[src/rtl/kre_pkg.sv]
`timescale 1ns / 1ps
// ----------------------------------------------------------------------------
// Key report events package
// Beat types for the request and response channels, the per-slot lane result
// and the constants shared by the key report event unit.
// ----------------------------------------------------------------------------
package kre_pkg;

   // Number of key code fields carried by one boot report.
   localparam int KEY_INPUTS = 6;
   // Width of one key code and of the modifier byte.
   localparam int KEY_W = 8;
   // Shortest report length in bytes that is acted upon.
   localparam logic [6:0] MIN_REPORT_BYTES = 7'd8;

   // Event kind codes.
   localparam logic EVT_PRESS   = 1'b0;
   localparam logic EVT_RELEASE = 1'b1;

   // One request beat: a boot keyboard report.
   typedef struct packed {
      logic [6:0]       report_length;
      logic [KEY_W-1:0] modifier_bits;
      logic [KEY_W-1:0] key_0;
      logic [KEY_W-1:0] key_1;
      logic [KEY_W-1:0] key_2;
      logic [KEY_W-1:0] key_3;
      logic [KEY_W-1:0] key_4;
      logic [KEY_W-1:0] key_5;
   } req_type;

   // One response beat: a single key event.
   typedef struct packed {
      logic             is_release;
      logic [KEY_W-1:0] event_modifier;
      logic [KEY_W-1:0] event_key;
      logic             last_event;
   } rsp_type;

   // What one lane found for its slot.
   typedef struct packed {
      logic rel_hit;
      logic press_hit;
   } lane_flags_type;

endpackage

[src/rtl/kre_lane.sv]
`timescale 1ns / 1ps
// ----------------------------------------------------------------------------
// Key report events lane
// Checks one key slot: whether its old code was released and whether its new
// code is a fresh press, by comparing against every slot of the other list.
// ----------------------------------------------------------------------------
module kre_lane #(
   parameter int KEY_SLOTS = 6,
   parameter int KEY_FLOOR = 3
) (
   input  logic [7:0]                old_key,
   input  logic [7:0]                new_key,
   input  logic [7:0]                old_keys [KEY_SLOTS],
   input  logic [7:0]                new_keys [KEY_SLOTS],
   output kre_pkg::lane_flags_type   flags
);
   import kre_pkg::*;

   localparam logic [KEY_W-1:0] FLOOR = KEY_W'(KEY_FLOOR);

   logic old_seen;
   logic new_seen;

   // Membership tests against the other report, one comparator per slot.
   always_comb begin
      old_seen = 1'b0;
      new_seen = 1'b0;
      for (int j = 0; j < KEY_SLOTS; j++) begin
         if (new_keys[j] == old_key) begin
            old_seen = 1'b1;
         end
         if (old_keys[j] == new_key) begin
            new_seen = 1'b1;
         end
      end
   end

   // A real key code that vanished is a release; one that appeared is a press.
   assign flags.rel_hit   = (old_key > FLOOR) && !old_seen;
   assign flags.press_hit = (new_key > FLOOR) && !new_seen;

endmodule

[src/rtl/kre_emit.sv]
`timescale 1ns / 1ps
// ----------------------------------------------------------------------------
// Key report events emitter
// Holds the pending event flags of one report and sends them out one beat per
// cycle while rsp_ready allows, lowest slot first and release before press,
// through an output register.
// ----------------------------------------------------------------------------
module kre_emit #(
   parameter int KEY_SLOTS = 6
) (
   input  logic                     clock,
   input  logic                     reset,
   input  logic                     load,
   input  logic [2*KEY_SLOTS-1:0]   load_flags,
   input  logic [7:0]               load_old [KEY_SLOTS],
   input  logic [7:0]               load_new [KEY_SLOTS],
   input  logic [7:0]               load_mod,
   output logic                     can_load,
   output logic                     rsp_valid,
   input  logic                     rsp_ready,
   output kre_pkg::rsp_type         rsp_payload
);
   import kre_pkg::*;

   localparam int FW = 2 * KEY_SLOTS;

   logic [FW-1:0]    pend_ff, pend_in;
   logic [KEY_W-1:0] old_ff [KEY_SLOTS];
   logic [KEY_W-1:0] new_ff [KEY_SLOTS];
   logic [KEY_W-1:0] mod_ff;
   logic             rsp_valid_ff, rsp_valid_in;
   rsp_type          rsp_payload_ff, rsp_payload_in;

   logic [FW-1:0]    pick;
   logic [FW-1:0]    rest;
   logic             adv;
   logic             sel_rel;
   logic [KEY_W-1:0] sel_key;

   // Isolate the lowest pending flag; the remainder decides the last beat.
   assign pick = pend_ff & (~pend_ff + FW'(1));
   assign rest = pend_ff & ~pick;
   assign adv  = (pend_ff != '0) && (!rsp_valid_ff || rsp_ready);

   // A new report may enter once the current one has handed over its last beat.
   assign can_load = (pend_ff == '0) || (adv && (rest == '0));

   // One-hot selection of the event's key code and kind.
   always_comb begin
      sel_rel = 1'b0;
      sel_key = '0;
      for (int i = 0; i < KEY_SLOTS; i++) begin
         sel_rel = sel_rel | pick[2*i];
         sel_key = sel_key | ({KEY_W{pick[2*i]}} & old_ff[i])
                           | ({KEY_W{pick[2*i+1]}} & new_ff[i]);
      end
   end

   // Next values of the pending flags and the output register.
   always_comb begin
      pend_in = pend_ff;
      if (load) begin
         pend_in = load_flags;
      end else if (adv) begin
         pend_in = rest;
      end

      rsp_valid_in = rsp_valid_ff;
      if (adv) begin
         rsp_valid_in = 1'b1;
      end else if (rsp_ready) begin
         rsp_valid_in = 1'b0;
      end

      rsp_payload_in.is_release     = sel_rel ? EVT_RELEASE : EVT_PRESS;
      rsp_payload_in.event_modifier = sel_rel ? '0 : mod_ff;
      rsp_payload_in.event_key      = sel_key;
      rsp_payload_in.last_event     = (rest == '0);
   end

   // Control state.
   always_ff @(posedge clock) begin
      if (reset) begin
         pend_ff      <= '0;
         rsp_valid_ff <= 1'b0;
      end else begin
         pend_ff      <= pend_in;
         rsp_valid_ff <= rsp_valid_in;
      end
   end

   // Report payload held while its events drain.
   always_ff @(posedge clock) begin
      if (load) begin
         old_ff <= load_old;
         new_ff <= load_new;
         mod_ff <= load_mod;
      end
   end

   // Output register.
   always_ff @(posedge clock) begin
      if (adv) begin
         rsp_payload_ff <= rsp_payload_in;
      end
   end

   assign rsp_valid   = rsp_valid_ff;
   assign rsp_payload = rsp_payload_ff;

endmodule

[src/rtl/keyboard_report_key_events_unit.sv]
`timescale 1ns / 1ps
// ----------------------------------------------------------------------------
// Keyboard report key events unit
// Turns boot-protocol keyboard reports into a stream of key press and key
// release events by comparing each report with the previous one.
// ----------------------------------------------------------------------------
// When a report is taken, KEY_SLOTS comparison lanes check every slot
// against the stored keys at once, the stored keys are replaced in that same
// cycle, and the events found are queued in the emitter, which sends one
// event beat per cycle while rsp_ready allows; a report gives at most twice
// KEY_SLOTS events. The next report is accepted in the cycle that the
// previous report's last event moves into the output register, and that
// register lets a report be taken while an event still waits for rsp_ready.
// Reports shorter than eight bytes are accepted and dropped without touching
// the stored keys. Slots beyond the six key fields of a report read as key
// code zero.
// ----------------------------------------------------------------------------
module keyboard_report_key_events_unit #(
   parameter int KEY_SLOTS = 6,
   parameter int KEY_FLOOR = 3
) (
   input  logic              clock,
   input  logic              reset,
   input  logic              req_valid,
   output logic              req_ready,
   input  kre_pkg::req_type  req_payload,
   output logic              rsp_valid,
   input  logic              rsp_ready,
   output kre_pkg::rsp_type  rsp_payload
);
   import kre_pkg::*;

   logic [KEY_W-1:0] held_keys_ff [KEY_SLOTS];
   logic [KEY_W-1:0] held_keys_in [KEY_SLOTS];
   logic [KEY_W-1:0] req_keys     [KEY_INPUTS];
   logic [KEY_W-1:0] fresh        [KEY_SLOTS];
   lane_flags_type   lane_flags   [KEY_SLOTS];
   logic [2*KEY_SLOTS-1:0] flags;
   logic             req_fire;
   logic             take;
   logic             can_load;

   // Key fields of the request beat in slot order.
   assign req_keys[0] = req_payload.key_0;
   assign req_keys[1] = req_payload.key_1;
   assign req_keys[2] = req_payload.key_2;
   assign req_keys[3] = req_payload.key_3;
   assign req_keys[4] = req_payload.key_4;
   assign req_keys[5] = req_payload.key_5;

   // One comparison lane per slot; release flag below press flag.
   for (genvar i = 0; i < KEY_SLOTS; i++) begin : g_lane
      if (i < KEY_INPUTS) begin : g_key
         assign fresh[i] = req_keys[i];
      end else begin : g_pad
         assign fresh[i] = '0;
      end

      kre_lane #(
         .KEY_SLOTS (KEY_SLOTS),
         .KEY_FLOOR (KEY_FLOOR)
      ) u_lane (
         .old_key  (held_keys_ff[i]),
         .new_key  (fresh[i]),
         .old_keys (held_keys_ff),
         .new_keys (fresh),
         .flags    (lane_flags[i])
      );

      assign flags[2*i]   = lane_flags[i].rel_hit;
      assign flags[2*i+1] = lane_flags[i].press_hit;
   end

   // Accept handshake; only full-length reports are acted upon.
   assign req_ready = can_load;
   assign req_fire  = req_valid && req_ready;
   assign take      = req_fire && (req_payload.report_length >= MIN_REPORT_BYTES);

   // Stored keys follow every report that is acted upon.
   always_comb begin
      held_keys_in = held_keys_ff;
      if (take) begin
         held_keys_in = fresh;
      end
   end

   always_ff @(posedge clock) begin
      if (reset) begin
         for (int i = 0; i < KEY_SLOTS; i++) begin
            held_keys_ff[i] <= '0;
         end
      end else begin
         held_keys_ff <= held_keys_in;
      end
   end

   // Merging stage: queue the lane results and send them one event a beat.
   kre_emit #(
      .KEY_SLOTS (KEY_SLOTS)
   ) u_emit (
      .clock       (clock),
      .reset       (reset),
      .load        (take),
      .load_flags  (flags),
      .load_old    (held_keys_ff),
      .load_new    (fresh),
      .load_mod    (req_payload.modifier_bits),
      .can_load    (can_load),
      .rsp_valid   (rsp_valid),
      .rsp_ready   (rsp_ready),
      .rsp_payload (rsp_payload)
   );

endmodule

[config.mk]
export PLATFORM = sky130hd
export DESIGN_NAME = keyboard_report_key_events_unit
export DESIGN_NICKNAME = d
export VERILOG_FILES = /design/src/rtl/kre_pkg.sv /design/src/rtl/kre_lane.sv /design/src/rtl/kre_emit.sv /design/src/rtl/keyboard_report_key_events_unit.sv
export SDC_FILE = /design/constraint.sdc
export NUM_CORES = 1
export LEC_CHECK = 0
export ABC_AREA = 1
export BUFFER_PORTS_ARGS = -buffer_cell sky130_fd_sc_hd__buf_2
export CAP_MARGIN = 20
export CORE_UTILIZATION = 40
export CTS_CLUSTER_SIZE = 16
export DETAILED_ROUTE_END_ITERATION = 12
export GPL_ROUTABILITY_DRIVEN = 0
export SLEW_MARGIN = 5
export SYNTH_ARGS = -nofsm -noshare
export SYNTH_HDL_FRONTEND = slang
export SYNTH_SLANG_ARGS = --single-unit
[constraint.sdc]
create_clock -name clock -period 12.32 [get_ports clock]
set_clock_uncertainty 0.1 [all_clocks]
set_input_delay 3.08 -clock clock [delete_from_list [all_inputs] [get_ports clock]]
set_output_delay 3.08 -clock clock [all_outputs]
set_load 0.02 [all_outputs]
# Yosys cells after proc, flatten, opt, wreduce, memory -nomap -nowiden
# Cells that the tools add are included.
[classes] reduce_logical=36 n_lt_le_gt_ge=13 bitwise=32 n_addsub=1 n_mux=77 n_eq_ne=72
[ops] op="$eq A8 B8 Y1" n=72
[ops] op="$and A8 B8 Y8" n=12
[ops] op="$gt A8 B2 Y1 const B" n=12
[ops] op="$or A8 B8 Y8" n=11
[ops] op="$mux W1" n=75
[ops] op="$and A12 B12 Y12" n=2
[ops] op="$logic_not A12 Y1" n=2
[ops] op="$mux W12" n=2
[ops] op="$not A12 Y12" n=2
[ops] op="$logic_and A1 B1 Y1" n=16
[ops] op="$logic_not A1 Y1" n=13
[ops] op="$add A12 B1 Y12 const B" n=1
[ops] op="$reduce_bool A12 Y1" n=1
[ops] op="$ge A7 B4 Y1 const B" n=1
[ops] op="$or A1 B1 Y1" n=5
[ops] op="$reduce_bool A2 Y1" n=2
[ops] op="$logic_or A1 B1 Y1" n=2
[word_totals] out_inout_bits=20 input_bits=67 reg_bits=183

# Longest topological paths before layout
# Gate-level depths: netlist (run 1).
[depth] depth_word=15 mapped_depth=15 mapped_depth_nobuf=13

# By module
# Synthesis (run 1) repeated with hierarchy kept, for this count alone.
[hier_totals] cells_unflattened=2980 hier_area_um2=18227.5
[modules_own_cells] module="kre_lane" area_per_inst_um2=1774.2 cells_per_inst=364 n_inst=6
[modules_own_cells] module="kre_emit" area_per_inst_um2=5411.4 cells_per_inst=476 n_inst=1
[modules_own_cells] module="keyboard_report_key_events_unit" area_per_inst_um2=2170.8 cells_per_inst=320 n_inst=1

# Worst setup path after synthesis (run 1)
# No wires, ideal clock.
[synth_path] path_type="input-to-output" start="input port rsp_ready" end="output port req_ready" setup_slack_ns=5.011 path_buffers=2 path_stages=6 arrival_ns=4.129 path_cell_list="nor2_1 -> a21oi_4 -> nand3_1 -> nand2_2 -> buf_6 -> buf_6"
[synth_between] elab_chain_len=4
[synth_lines] element="start: declaration" line_no="keyboard_report_key_events_unit.sv:28" rtl="input logic rsp_ready,"
[synth_lines] element="$logic_or A1 B1 Y1" line_no="kre_emit.sv:43" rtl="assign adv = (pend_ff != '0) && (!rsp_valid_ff || rsp_ready);"
[synth_lines] element="$logic_and A1 B1 Y1" line_no="kre_emit.sv:43"
[synth_lines] element="via u_emit.adv" line_no="kre_emit.sv:36" rtl="logic adv;"
[synth_lines] element="$logic_and A1 B1 Y1" line_no="kre_emit.sv:46" rtl="assign can_load = (pend_ff == '0) || (adv && (rest == '0));"
[synth_lines] element="$logic_or A1 B1 Y1" line_no="kre_emit.sv:46"
[synth_lines] element="end: declaration" line_no="keyboard_report_key_events_unit.sv:25" rtl="output logic req_ready,"
# The timed path passes the listed nets, and every way through them passes these cells.

# Worst setup path after layout (run 1)
# Ends and elaborated chain as after synthesis.

==> run_results.csv, run 1 <==
group,metric,value,unit
floorplan,rows,62,
critical_path,crit_family,"simple AND/OR/NAND/NOR gates",
yosys,synth_edf_count,122,
critical_path,worstPathRequired,9.14,ns
sta,max_freq,0.1227,GHz
floorplan,dieWidth,173.9,µm
sta,tns,0,ns
yosys,ys_ff_latch,183,
clocking,cts_tree,"built",
sta,fin_ws,4.171,ns
worst_hold_path,min-delay-path-class,"register to register",
place,io_buffers,83,
sta,setup_viol,0,
sta,hold_viol,0,
global_route,first_global_vias,9626,
cells_and_area,utilization,44.39,%
global_route,overflow,0,
cells_and_area,fin_cells,1996,
critical_path,path_cells,"buf_2 -> nor2_1 -> a21oi_4 -> nand3_1 -> nand2_4 -> buf_2",
global_route,antenna_found_initial,0,
global_route,grt_start_max_net_pins,70,
drt,finalWirelength,38320,µm
critical_path,cpMostUsedCell,"buf_2",
clocking,htreeDepth,4,
drt,drt.antenna.violating_nets,0,
sta,post-route-period-util,66.14,%
place,post-place-cells,1964,
sta,drv_slew,0,
place,post-place-ws,4.163,ns
cells_and_area,syn2layout_area_growth,8.431,%
global_route,grt_first_pass_wirelength,58060,µm
clocking,clk_path_buf_depth,2,
clocking,clock_latency,0.45,ns
yosys,syn_nets,1689,
yosys,async_flop_share,0,%
pwr,total_power,3.129,mW
critical_path,critPathLaunchType,"input port",
cells_and_area,n_antenna_cell,0,
clocking,root_buffer,"clkbuf_16",
floorplan,die_area,30230,µm²
cells_and_area,fin_area,12810,µm²
yosys,synth.distinct_cells,37,
critical_path,slowest_stage,"a21oi_4",
critical_path,critPathKind,"input port to output pin",
yosys,synthesis.area,11810,µm²
drt,avgViaCountPerCell,5.368,
clocking,clk_pin_slew,0.09,ns
yosys,dominantRegCellSynth,"edfxtp_1",
yosys,yosysWarningCount,0,
floorplan,pin_count,87,
drt,first_pass_iters,6,
cells_and_area,final_layout_size_suffix_gt1_share,8.871,%
critical_path,cp.buffers_inverters,2,
sta,worst_slew_pin_slew,1.076,ns
floorplan,dieHeight,173.9,µm
clocking,postCtsSetupBuffers,0,
outcome,status,"complete, no violations",
critical_path,arrival,4.97,ns
clocking,ctsResizeCount,0,
yosys,post-synth-top-count-cell,"nand2_1",
floorplan,core-area,28860,µm²
pwr,p_per_area,244.3,nW/µm²
yosys,synthTopCellsByCount,"nand2_1, nor2_1, edfxtp_1, nand3_1, xnor2_1",
critical_path,worstPathMaxFanout,63,
drt,wl_per_cell,19.20,µm
job,cap_violations,0,
clocking,numCtsBuffers,17,
pwr,max-vdd-ir-drop,135.6,µV
yosys,netlist.area_leader.share,31.01,%
sta,slew_headroom,28.02,%
cells_and_area,fin_nets,1666,
sta,whs,0.4411,ns
floorplan,start_util,40.94,%
sta,rsz0062_at_grt,"false",
drt,drc,0,
yosys,seq_area_frac_synth,41.35,%
clocking,postCtsHoldBufs,0,
drt,vias,10720,
yosys,synth_area_leaders,"edfxtp_1, nand2_1, dfxtp_1, xnor2_1, nor2_1",
drt,dr.first_iter.drc_count,1169,
place,dpl-instance-area,12160,µm²
critical_path,critPathMaxStageDelay,0.62,ns
place,dp_hpwl,28170,µm
yosys,synth_top_area_cell,"edfxtp_1",
yosys,syn_area_per_cell,7.283,µm²
global_route,grt_util_all_layers,25.54,%
critical_path,crit_path_end_kind,"output pin",
yosys,synth_cells,1622,
sta,period_needed,8.149,ns
pwr,p_leak,5.470,nW
clocking,cts.sink_count,183,
layout by cell type (no fill, tap or decap), types with 2 or more instances in the layout:
master       n
a211oi_1     2
a21boi_1     4
a21oi_1     65
a221oi_1     4
buf_2       83
buf_4        6
clkbuf_16   17
clkinv_8     6
dfxtp_1     61
edfxtp_1   122
inv_1      105
inv_12       4
inv_2        3
inv_6        3
nand2_1    528
nand2_2      3
nand3_1    117
nand3_2      2
nand3b_1    11
nand4_1     57
nor2_1     194
nor2_2       2
nor2_4       2
nor3_1       2
nor4_1      13
o2111ai_1    4
o21ai_0     17
or2_2        5
xnor2_1    113
xor2_1      46
per-layer routing:
layer / track usage, % / wire length [µm] / up-vias
met5: 0 / 0 / -
met2: 39.62 / 17050 / 536
li1: - / - / 5138
met4: 11.18 / 1537 / 0
met1: 34.65 / 16440 / 4947
met3: 4.737 / 3285 / 94
worst min-delay path: stages, from the launching register on:
cell	delay, ns
edfxtp_1	0.33
nand2_1	0.05
nand3_1	0.07
worst paths after layout:
check	start	endpoint	slack [ns]	cells past startpoint
setup reg to reg	u_emit.pend_ff[0]$_SDFFE_PP0P_	u_emit.old_ff[11]$_DFFE_PP_	7.55	11
setup / recovery	rsp_ready	req_ready	4.17	6
hold reg to reg	u_emit.new_ff[14]$_DFFE_PP_	u_emit.rsp_payload[7]$_DFFE_PP_	0.44	2
hold / removal	u_emit.new_ff[14]$_DFFE_PP_	u_emit.rsp_payload[7]$_DFFE_PP_	0.44	2
report_power, final:
part	switching, mW	internal (mW)	total, mW
combinational	0.889	0.408	1.30
sequential	0.217	1.02	1.24
clock	0.305	0.286	0.591
total	1.41	1.72	3.13
sequential cells by signal, indices dropped and copies added, names as in the netlist:
name,count
u_emit.rsp_payload,18
u_emit.old_ff,48
u_emit.mod_ff,8
u_emit.new_ff,48
u_emit.pend_ff,12
u_emit.rsp_valid,1
held_keys_ff,48
area by class of cell:
| class | instances | area (µm²) |
|---|---|---|
| fill | 2976 | 16050 |
| multi-input combinational | 1199 | 5927 |
| sequential | 183 | 4885 |
| tap | 384 | 480.5 |
| timing repair buffer | 89 | 460.4 |
| clock buffer | 17 | 425.4 |
| inverter | 109 | 411.6 |
| clock inverter | 15 | 220.2 |
kinds of logic after synthesis:
logic type	Yosys count	share of synthesized area, %
compound gates	103	4.999
buf+inv	240	8.536
xor+xnor	159	11.79
flops	183	41.35
simple gates	937	33.33
No activity file was read; power rests on OpenSTA's default activity.
==> run 2: changes to the inputs <==
==> constraint.sdc (replaced) <==
create_clock -name clock -period 6.8 [get_ports clock]
set_clock_uncertainty 0.1 [all_clocks]
set_input_delay 1.7 -clock clock [delete_from_list [all_inputs] [get_ports clock]]
set_output_delay 1.7 -clock clock [all_outputs]
set_load 0.02 [all_outputs]
==> run_results.csv, run 2 (same netlist as run 1, synthesis figures left out) <==
group,metric,value,unit
drt,avgViaCountPerCell,5.364,
clocking,htreeDepth,4,
cells_and_area,final_layout_size_suffix_gt1_share,8.927,%
clocking,clk_pin_slew,0.09,ns
sta,drv_slew,0,
sta,max_freq,0.2109,GHz
place,dp_hpwl,28370,µm
global_route,overflow,0,
drt,wl_per_cell,19.32,µm
global_route,grt_start_max_net_pins,70,
critical_path,crit_path_end_kind,"output pin",
floorplan,core-area,28860,µm²
floorplan,rows,62,
clocking,clk_path_buf_depth,2,
sta,hold_viol,0,
clocking,postCtsSetupBuffers,0,
global_route,first_global_vias,9674,
sta,whs,0.4508,ns
critical_path,arrival,2.94,ns
drt,finalWirelength,38580,µm
floorplan,die_area,30230,µm²
cells_and_area,n_antenna_cell,0,
place,io_buffers,83,
critical_path,worstPathMaxFanout,58,
drt,first_pass_iters,6,
drt,dr.first_iter.drc_count,1341,
pwr,p_leak,5.484,nW
global_route,antenna_found_initial,0,
worst_hold_path,min-delay-path-class,"register to register",
sta,rsz0062_at_grt,"false",
sta,tns,0,ns
drt,drc,0,
sta,post-route-period-util,69.71,%
floorplan,start_util,40.94,%
critical_path,worstPathRequired,5.00,ns
critical_path,critPathLaunchType,"register",
clocking,root_buffer,"clkbuf_16",
drt,drt.antenna.violating_nets,0,
floorplan,pin_count,87,
cells_and_area,n_fill_cell,2916,
critical_path,worstRegToRegCells,12,
clocking,cts_tree,"built",
clocking,postCtsHoldBufs,0,
sta,slew_headroom,24.77,%
sta,period_needed,4.741,ns
worst_hold_path,holdPathStages,2,
floorplan,dieWidth,173.9,µm
job,cap_violations,0,
sta,setup_viol,0,
clocking,clock_latency,0.46,ns
critical_path,critPathKind,"register to output pin",
clocking,cts.sink_count,183,
pwr,max-vdd-ir-drop,301.1,µV
cells_and_area,layout_commonest_cell,"nand2_1",
floorplan,dieHeight,173.9,µm
cells_and_area,syn2layout_area_growth,8.684,%
cells_and_area,fin_nets,1667,
pwr,p_per_area,446.4,nW/µm²
sta,worst_slew_pin_slew,1.124,ns
global_route,grt_util_all_layers,25.66,%
outcome,status,"complete, no violations",
cells_and_area,top_regs,"held_keys_ff (48), u_emit.new_ff (48), u_emit.old_ff (48)",
drt,vias,10710,
clocking,numCtsBuffers,17,
cells_and_area,layout_common_cells,"nand2_1, nor2_1, edfxtp_1",
global_route,grt_first_pass_wirelength,58220,µm
clocking,ctsResizeCount,0,
## run 2: cell types whose count changed in the layout (fill, tap and decap cells not counted), sizes merged
| cell | previous run | this run |
|---|---|---|
| buf | 89 | 90 |
| clkinv | 6 | 5 |
| inv | 118 | 119 |
## run 2: report_power, final
group	internal (mW)	switching [mW]	total [mW]
clock network	0.519	0.558	1.08
logic	0.756	1.63	2.38
registers	1.85	0.422	2.27
## run 2: path summary, 6_finish.rpt
check | slack [ns] | from | end
worst max-delay path | 2.06 | u_emit.pend_ff[0]$_SDFFE_PP0P_ | req_ready
worst min register to register | 0.45 | u_emit.mod_ff[6]$_DFFE_PP_ | u_emit.rsp_payload[15]$_SDFFCE_PP0P_
worst max register to register | 3.07 | u_emit.pend_ff[0]$_SDFFE_PP0P_ | u_emit.old_ff[11]$_DFFE_PP_
worst min-delay path | 0.45 | u_emit.mod_ff[6]$_DFFE_PP_ | u_emit.rsp_payload[15]$_SDFFCE_PP0P_
## run 2: layout make-up
cell class | instances | area [µm²] | share of cell area (%)
Multi-Input combinational cell | 1199 | 5927 | 46.16
Sequential cell | 183 | 4885 | 38.04
Inverter | 109 | 411.6 | 3.206
Timing Repair Buffer | 90 | 493.0 | 3.839
Clock buffer | 17 | 425.4 | 3.313
Clock inverter | 15 | 217.7 | 1.696
Tap cell | 384 | 480.5 | 3.742
## run 2: critical path, stage by stage, from the launching register on
cell and delay [ns]:
dfxtp_1 0.52, nor2_4 0.45, nand2_2 0.15, nor2_4 0.17, nand2_1 0.08, nand2_1 0.08
nand2_1 0.06, nor2_1 0.09, nand3_1 0.12, nand2_4 0.46, buf_2 0.28
## run 2: per-stage QoR
| stage | utilization [%] | instance area (µm²) | setup slack [ns] | instances | total power [mW] |
|---|---|---|---|---|---|
| after floorplan | - | 11810 | 1.567 | 1622 | 4.111 |
| after global placement | 42.20 | 12180 | 2.121 | 1964 | 4.596 |
| after detailed placement | 42.20 | 12180 | 2.095 | 1964 | 4.637 |
| after CTS | 44.42 | 12820 | 2.069 | 1996 | 5.716 |
| after global routing | 44.49 | 12840 | 1.850 | 1997 | 6.085 |
| final | 44.49 | 12840 | 2.060 | 1997 | 5.732 |
## run 2: layer usage
metal,vias up,global-route usage (%),part of all wire [%],routed length (µm)
met5,-,0,0,0
met4,0,9.137,3.4,1295
met3,86,3.509,7.9,3048
met2,509,40.92,45,17490
met1,4970,35.50,43,16740
li1,5146,-,-,-
